[config.mk]
export PLATFORM = sky130hd
export DESIGN_NAME = servo_status_frame_parser_unit
export DESIGN_NICKNAME = d
export VERILOG_FILES = /design/src/design/sspu_pkg.sv /design/src/design/sspu_in_stage.sv /design/src/design/sspu_parser.sv /design/src/design/sspu_out_reg.sv /design/src/design/servo_status_frame_parser_unit.sv
export SDC_FILE = /design/constraint.sdc
export NUM_CORES = 1
export LEC_CHECK = 0
export BUFFER_PORTS_ARGS = -buffer_cell sky130_fd_sc_hd__buf_2
export CORE_AREA = 2 2 110 112
export CTS_CLUSTER_DIAMETER = 40
export CTS_CLUSTER_SIZE = 10
export DETAILED_ROUTE_END_ITERATION = 7
export DIE_AREA = 0 0 112 114
export GPL_TIMING_DRIVEN = 0
export PLACE_DENSITY = 0.74
export SYNTH_ARGS = -nofsm -noshare
export SYNTH_HDL_FRONTEND = slang
export SYNTH_SLANG_ARGS = --single-unit
[constraint.sdc]
create_clock -name clk -period 6.5 [get_ports clk]
set_input_delay 1.3 -clock clk [delete_from_list [all_inputs] [get_ports clk]]
set_output_delay 1.3 -clock clk [all_outputs]
set_load 0.05 [all_outputs]
[src/design/sspu_pkg.sv]
`timescale 1ns / 1ps
// ----------------------------------------------------------------------------
// Servo status parser package
// Shared widths, constants and the result record of the status frame parser.
// ----------------------------------------------------------------------------
package sspu_pkg;

    localparam int unsigned MOTOR_COUNT_DEF = 5;

    localparam logic [7:0] HDR_BYTE  = 8'hFF;
    localparam logic [3:0] LEN_VOLT  = 4'd3;
    localparam logic [3:0] LEN_SHORT = 4'd8;
    localparam logic [3:0] LEN_LONG  = 4'd11;

    localparam logic KIND_FEEDBACK = 1'b0;
    localparam logic KIND_VOLTAGE  = 1'b1;

    // Depth of the body byte history feeding the result taps
    localparam int unsigned HIST_DEPTH = 6;

    // One decoded status frame
    typedef struct packed {
        logic        frame_kind;
        logic [7:0]  servo_id;
        logic [15:0] position;
        logic [15:0] speed;
        logic [15:0] torque;
        logic [7:0]  voltage_tenths;
    } result_t;

    // Handshake between the input register and the parser
    typedef struct packed {
        logic       valid;
        logic [7:0] data;
    } byte_beat_t;

endpackage

[src/design/sspu_in_stage.sv]
`timescale 1ns / 1ps
// ----------------------------------------------------------------------------
// Input register
// Holds one received byte until the parser takes it.
// ----------------------------------------------------------------------------
module sspu_in_stage
(
    input  logic                 clk,
    input  logic                 rst_n,
    input  logic                 in_valid,
    output logic                 in_ready,
    input  logic [7:0]           in_data,
    input  logic                 take,
    output sspu_pkg::byte_beat_t held
);

    logic       valid_reg;
    logic       valid_next;
    logic [7:0] data_reg;
    logic       accept;

    // Room when empty or when the held beat leaves this cycle
    assign in_ready = !valid_reg || take;
    assign accept   = in_valid && in_ready;

    always_comb
    begin
        if (accept)
            valid_next = 1'b1;
        else if (take)
            valid_next = 1'b0;
        else
            valid_next = valid_reg;
    end

    always_ff @(posedge clk or negedge rst_n)
    begin
        if (!rst_n)
            valid_reg <= 1'b0;
        else
            valid_reg <= valid_next;
    end

    // Payload, no reset
    always_ff @(posedge clk)
    begin
        if (accept)
            data_reg <= in_data;
    end

    assign held.valid = valid_reg;
    assign held.data  = data_reg;

endmodule

[src/design/sspu_parser.sv]
`timescale 1ns / 1ps
// ----------------------------------------------------------------------------
// Status frame parser
// Header hunt, id/length capture, running checksum and body byte history.
// Produces the decoded result for the byte it consumes in the same cycle.
// ----------------------------------------------------------------------------
module sspu_parser
#(
    parameter int unsigned MOTOR_COUNT = sspu_pkg::MOTOR_COUNT_DEF
)
(
    input  logic              clk,
    input  logic              rst_n,
    input  logic              step,
    input  logic [7:0]        rx_byte,
    output logic              res_valid,
    output sspu_pkg::result_t res
);

    typedef enum logic [2:0] {
        PH_HUNT = 3'd0,
        PH_HDR2 = 3'd1,
        PH_ID   = 3'd2,
        PH_LEN  = 3'd3,
        PH_BODY = 3'd4
    } phase_t;

    localparam logic [7:0] ID_MAX = 8'(MOTOR_COUNT);

    phase_t     phase_reg,  phase_next;
    logic [7:0] id_reg,     id_next;
    logic [3:0] len_reg,    len_next;
    logic [3:0] taken_reg,  taken_next;
    logic [7:0] sum_reg,    sum_next;
    logic [7:0] hist_reg [sspu_pkg::HIST_DEPTH];

    logic [3:0] taken_inc;
    logic       last_byte;
    logic       sum_ok;
    logic       id_ok;

    assign taken_inc = taken_reg + 4'd1;
    assign last_byte = (taken_inc >= len_reg);
    assign sum_ok    = (~sum_reg == rx_byte);
    assign id_ok     = (id_reg != 8'd0) && (id_reg <= ID_MAX);

    // Next state of the frame tracker
    always_comb
    begin
        phase_next = phase_reg;
        id_next    = id_reg;
        len_next   = len_reg;
        taken_next = taken_reg;
        sum_next   = sum_reg;
        case (phase_reg)
            PH_HUNT:
            begin
                if (rx_byte == sspu_pkg::HDR_BYTE)
                    phase_next = PH_HDR2;
            end
            PH_HDR2:
            begin
                phase_next = (rx_byte == sspu_pkg::HDR_BYTE) ? PH_ID : PH_HUNT;
            end
            PH_ID:
            begin
                id_next    = rx_byte;
                sum_next   = rx_byte;
                phase_next = PH_LEN;
            end
            PH_LEN:
            begin
                if (rx_byte == {4'd0, sspu_pkg::LEN_VOLT} ||
                    rx_byte == {4'd0, sspu_pkg::LEN_SHORT} ||
                    rx_byte == {4'd0, sspu_pkg::LEN_LONG})
                begin
                    len_next   = rx_byte[3:0];
                    taken_next = 4'd0;
                    sum_next   = sum_reg + rx_byte;
                    phase_next = PH_BODY;
                end
                else
                begin
                    phase_next = PH_HUNT;
                end
            end
            PH_BODY:
            begin
                taken_next = taken_inc;
                if (last_byte)
                begin
                    sum_next   = 8'd0;
                    phase_next = PH_HUNT;
                end
                else
                begin
                    sum_next = sum_reg + rx_byte;
                end
            end
            default:
            begin
                phase_next = PH_HUNT;
            end
        endcase
    end

    always_ff @(posedge clk or negedge rst_n)
    begin
        if (!rst_n)
        begin
            phase_reg <= PH_HUNT;
            id_reg    <= 8'd0;
            len_reg   <= 4'd0;
            taken_reg <= 4'd0;
            sum_reg   <= 8'd0;
        end
        else if (step)
        begin
            phase_reg <= phase_next;
            id_reg    <= id_next;
            len_reg   <= len_next;
            taken_reg <= taken_next;
            sum_reg   <= sum_next;
        end
    end

    // Body byte history, newest in entry 0
    always_ff @(posedge clk)
    begin
        if (step && phase_reg == PH_BODY)
        begin
            hist_reg[0] <= rx_byte;
            for (int i = 1; i < sspu_pkg::HIST_DEPTH; i++)
                hist_reg[i] <= hist_reg[i - 1];
        end
    end

    // Result on the checksum byte; fields sit just before it in the body
    always_comb
    begin
        res = '0;
        res_valid = 1'b0;
        res.servo_id = id_reg;
        if (phase_reg == PH_BODY && last_byte && sum_ok)
        begin
            if (len_reg == sspu_pkg::LEN_VOLT)
            begin
                res_valid            = 1'b1;
                res.frame_kind       = sspu_pkg::KIND_VOLTAGE;
                res.voltage_tenths   = hist_reg[0];
            end
            else
            begin
                res_valid      = id_ok;
                res.frame_kind = sspu_pkg::KIND_FEEDBACK;
                res.position   = {hist_reg[5], hist_reg[4]};
                res.speed      = {hist_reg[3], hist_reg[2]};
                res.torque     = {hist_reg[1], hist_reg[0]};
            end
        end
    end

endmodule

[src/design/sspu_out_reg.sv]
`timescale 1ns / 1ps
// ----------------------------------------------------------------------------
// Result register
// Holds one decoded frame until the downstream side takes the beat.
// ----------------------------------------------------------------------------
module sspu_out_reg
(
    input  logic              clk,
    input  logic              rst_n,
    input  logic              load,
    input  logic              load_valid,
    input  sspu_pkg::result_t load_data,
    input  logic              out_ready,
    output logic              out_valid,
    output logic              free,
    output sspu_pkg::result_t out_data
);

    logic              valid_reg;
    logic              valid_next;
    sspu_pkg::result_t data_reg;

    assign free = !valid_reg || out_ready;

    always_comb
    begin
        if (load)
            valid_next = load_valid;
        else if (out_ready)
            valid_next = 1'b0;
        else
            valid_next = valid_reg;
    end

    always_ff @(posedge clk or negedge rst_n)
    begin
        if (!rst_n)
            valid_reg <= 1'b0;
        else
            valid_reg <= valid_next;
    end

    always_ff @(posedge clk)
    begin
        if (load && load_valid)
            data_reg <= load_data;
    end

    assign out_valid = valid_reg;
    assign out_data  = data_reg;

endmodule

[src/design/servo_status_frame_parser_unit.sv]
`timescale 1ns / 1ps
// ----------------------------------------------------------------------------
// Servo status frame parser
// Takes received bus bytes, tracks header/id/length/body, verifies the
// checksum and emits one decoded feedback or voltage beat per good frame.
// ----------------------------------------------------------------------------
// The checksum byte passes the input register and then the result register
// before its result beat. Throughput: 1 byte per cycle while the result register is free,
// set by the parser step between the input register and the result register.
// Reset: rst_n clears the frame tracker and both valid flags; no clear pass.
module servo_status_frame_parser_unit
#(
    parameter int unsigned MOTOR_COUNT = sspu_pkg::MOTOR_COUNT_DEF
)
(
    input  logic        clk,
    input  logic        rst_n,
    input  logic        s_axis_tvalid,
    output logic        s_axis_tready,
    input  logic [7:0]  s_axis_tdata,   // [7:0] rx_byte
    output logic        m_axis_tvalid,
    input  logic        m_axis_tready,
    output logic [63:0] m_axis_tdata,   // [7:0] servo_id, [23:8] position,
                                        // [39:24] speed, [55:40] torque,
                                        // [63:56] voltage_tenths
    output logic        m_axis_tuser    // [0] frame_kind
);

    sspu_pkg::byte_beat_t held;
    sspu_pkg::result_t    res;
    sspu_pkg::result_t    out_data;
    logic                 res_valid;
    logic                 out_free;
    logic                 step;

    // Parser advances when a byte is held and the result slot can take it
    assign step = held.valid && out_free;

    sspu_in_stage u_in
    (
        .clk      (clk),
        .rst_n    (rst_n),
        .in_valid (s_axis_tvalid),
        .in_ready (s_axis_tready),
        .in_data  (s_axis_tdata),
        .take     (step),
        .held     (held)
    );

    sspu_parser
    #(
        .MOTOR_COUNT (MOTOR_COUNT)
    )
    u_parser
    (
        .clk       (clk),
        .rst_n     (rst_n),
        .step      (step),
        .rx_byte   (held.data),
        .res_valid (res_valid),
        .res       (res)
    );

    sspu_out_reg u_out
    (
        .clk        (clk),
        .rst_n      (rst_n),
        .load       (step),
        .load_valid (res_valid),
        .load_data  (res),
        .out_ready  (m_axis_tready),
        .out_valid  (m_axis_tvalid),
        .free       (out_free),
        .out_data   (out_data)
    );

    assign m_axis_tuser = out_data.frame_kind;
    assign m_axis_tdata = {out_data.voltage_tenths, out_data.torque, out_data.speed,
                           out_data.position, out_data.servo_id};

endmodule

==> flow_summary.yaml <==
synthesis:
  synth_fa_ha_area_share_pct: 2.944
  synth-simple-area-share_pct: 11.36
  avgSynthCellArea_um2: 15.75
  synth_ff_type: "edfxtp_1"
  synth_warnings: 0
  synth.mux.area_fraction_pct: 2.121
  synth-edff-count: 121
  synth_async_sr_flop_share_pct: 19.33
  synth_compound_area_share_pct: 5.303
  ys_ff_latch: 150
  syn_area_um2: 5781
  ys_seq_area_share_pct: 75.41
  syn-num-nets: 392
  synthXorXnorAreaFrac_pct: 1.212
  synth_cell_types: 41
  synth_top_family_by_area: "simple AND/OR/NAND/NOR gates"
  netlist_instances: 367
critical_path:
  crit_slowest_cell: "buf_2"
  cp.arrival_ns: 1.89
  crit_top_cell: "buf_2"
  path_max_fanout: 3
  critPathKind: "in2out"
  worstPathCellList: "buf_2 -> nor2b_1 -> nand2_1 -> buf_2"
  crit_family: "buffers and inverters"
  path_buf_inv: 2
  endpoint_kind: "output port"
  critPathMaxStageDelay_ns: 0.23
  worstSetupStartpointType: "input port"
  crit_required_ns: 5.20
  r2r_setup_slack_ns: 3.46
placed_design:
  pre_cts_ws_ns: 3.310
  port_buffers: 78
  dpl.hpwl_um: 6868
  place.gp.congestion: 0.8546
status:
  status: "completed"
clock_network:
  cts_hold_buf: 0
  root_buffer: "clkbuf_16"
  clock_latency_ns: 0.41
  h-tree-depth: 4
  clk_pin_slew_ns: 0.06
  cts_tree: "built"
  cts_buffer_depth: 2
  cts.sinks: 150
  postCtsSetupBuffers: 0
  cts_inserted_buffers: 17
  cts_resized: 0
sta:
  slew_violations: 0
  fin_hold_ws_ns: 0.4401
  tightest_slew_ns: 0.6799
  timing.final.crit_share_pct: 49.13
  period_minus_slack_ns: 3.193
  setup_viol: 0
  setup_tns_ns: 0
  fmax_mhz: 313.1
  clock_skew_ns: 0.007396
  setup_ws_ns: 3.307
  finalHoldViolations: 0
  slew_headroom_pct: 54.52
  rsz0062_at_grt: "false"
global_routing:
  grt_pass1_wl_um: 16760
  antenna_found_initial: 0
  grt_pass1_vias: 3316
  grt_use_total_pct: 17.08
  grt_max_degree: 32
  overflow: 0
pwr:
  pwr-share-comb_pct: 1.1
  intPower_mw: 1.646
  power_density_nw_per_um2: 289.3
  total_power_mw: 2.044
  sw_frac_of_total_pct: 19.51
  p_switching_mw: 0.3990
  pwr-share-clk_pct: 48.1
  p_leak_nw: 3.086
  seq_power_share_pct: 50.9
  max-vdd-ir-drop_v: 0.0002345
route:
  antenna_left: 0
  avgRoutedWirePerCell_um: 16.34
  via_count: 3321
  drt_iter0_drc: 235
  wl_um: 10260
  firstDrtPassIters: 4
  drc: 0
  via_per_inst: 5.288
floorplanning:
  coreArea_um2: 11710
  die-area_um2: 12770
  io_pins: 79
  die_h_um: 114
  die-width_um: 112
  start_util_pct: 49.36
  rows: 40
layout:
  fin_util_pct: 60.35
  fin_nets: 493
  area_delta_synth_final_pct: 22.27
  largest_reg_flops: 65
  drive_gt1_share_pct: 27.65
  n_antenna_cell: 0
  final_cell_mix: "edfxtp_1 (121), buf_2 (80), and2_1 (58), dfrtp_1 (29), clkbuf_16 (17)"
  mostFrequentLayoutCell: "edfxtp_1"
worst_hold_path:
  hold_class: "reg2reg"
job:
  maxCapViolCount: 0
## layout make-up
class	count	area [µm²]
Sequential cell	150	4359
Tap cell	147	183.9
Clock inverter	15	173.9
Buffer	9	65.06
Inverter	8	30.03
Timing Repair Buffer	82	493.0
Clock buffer	17	425.4
Fill cell	855	4643
Multi-Input combinational cell	200	1338
## cell families (layout without fill, tap and decap cells)
group / after synthesis / in the layout
flip-flops: 150 / 150
XOR/XNOR: 8 / 8
AO/OA/AOI/OAI: 51 / 51
adder cells (fa/ha/maj): 13 / 13
buffers and inverters: 17 / 131
AND/OR/NAND/NOR: 117 / 117
multiplexers: 11 / 11
## stage by stage
| stage | area, µm² | std cells |
|---|---|---|
| after floorplan | 5786 | 367 |
| after global placement | 6360 | 592 |
| after detailed placement | 6469 | 596 |
| after CTS | 7068 | 628 |
| after global routing | 7068 | 628 |
| final | 7068 | 628 |
## per-layer routing
layer,vias to the layer above,share of wire [%],track usage (%)
met5,-,0,0
met4,0,1.7,6.667
met3,17,5.6,5.154
met2,110,52,28.65
met1,1626,41,21.08
li1,1568,-,-
## Yosys cell counts, types with 3 or more instances
master	n	area [µm²]
nor2_1	14	52.55
inv_1	8	30.03
nor4_1	3	18.77
xor2_1	3	26.28
nand2b_1	3	18.77
nand4_1	4	25.02
nand2_1	16	60.06
xnor2_1	5	43.79
nand3_1	6	30.03
and2_1	58	362.9
edfxtp_1	121	3633
mux2_2	10	112.6
ha_1	12	150.1
o21ai_0	14	70.07
nor3_1	3	15.01
a22oi_1	6	45.04
dfrtp_1	29	725.7
buf_6	3	33.78
nor3b_1	3	22.52
a21oi_1	16	80.08
nor2b_1	3	18.77
## final timing paths
path | startpoint | to | cells past startpoint
max | m_axis_tready | s_axis_tready | 4
min | u_parser.hist_reg[1][5] | u_parser.hist_reg[2][5] | 0
max reg2reg | u_parser.taken_reg[0] | u_out.out_data[52] | 9
min reg2reg | u_parser.hist_reg[1][5] | u_parser.hist_reg[2][5] | 0
max in group asynchronous | rst_n | u_parser.len_reg[1] | 1
min in group asynchronous | rst_n | u_parser.sum_reg[2] | 1
## power by group through the flow
stage	combinational, mW	clock [mW]	sequential [mW]
final	0.0218	0.983	1.04
after global routing	0.0248	1.05	1.04
after CTS	0.0219	0.998	1.04
after detailed placement	0.0219	0	1.06
after global placement	0.0208	0	1.06
after floorplan	0.0125	0	1.06
Power figures use the tool's default switching activity.
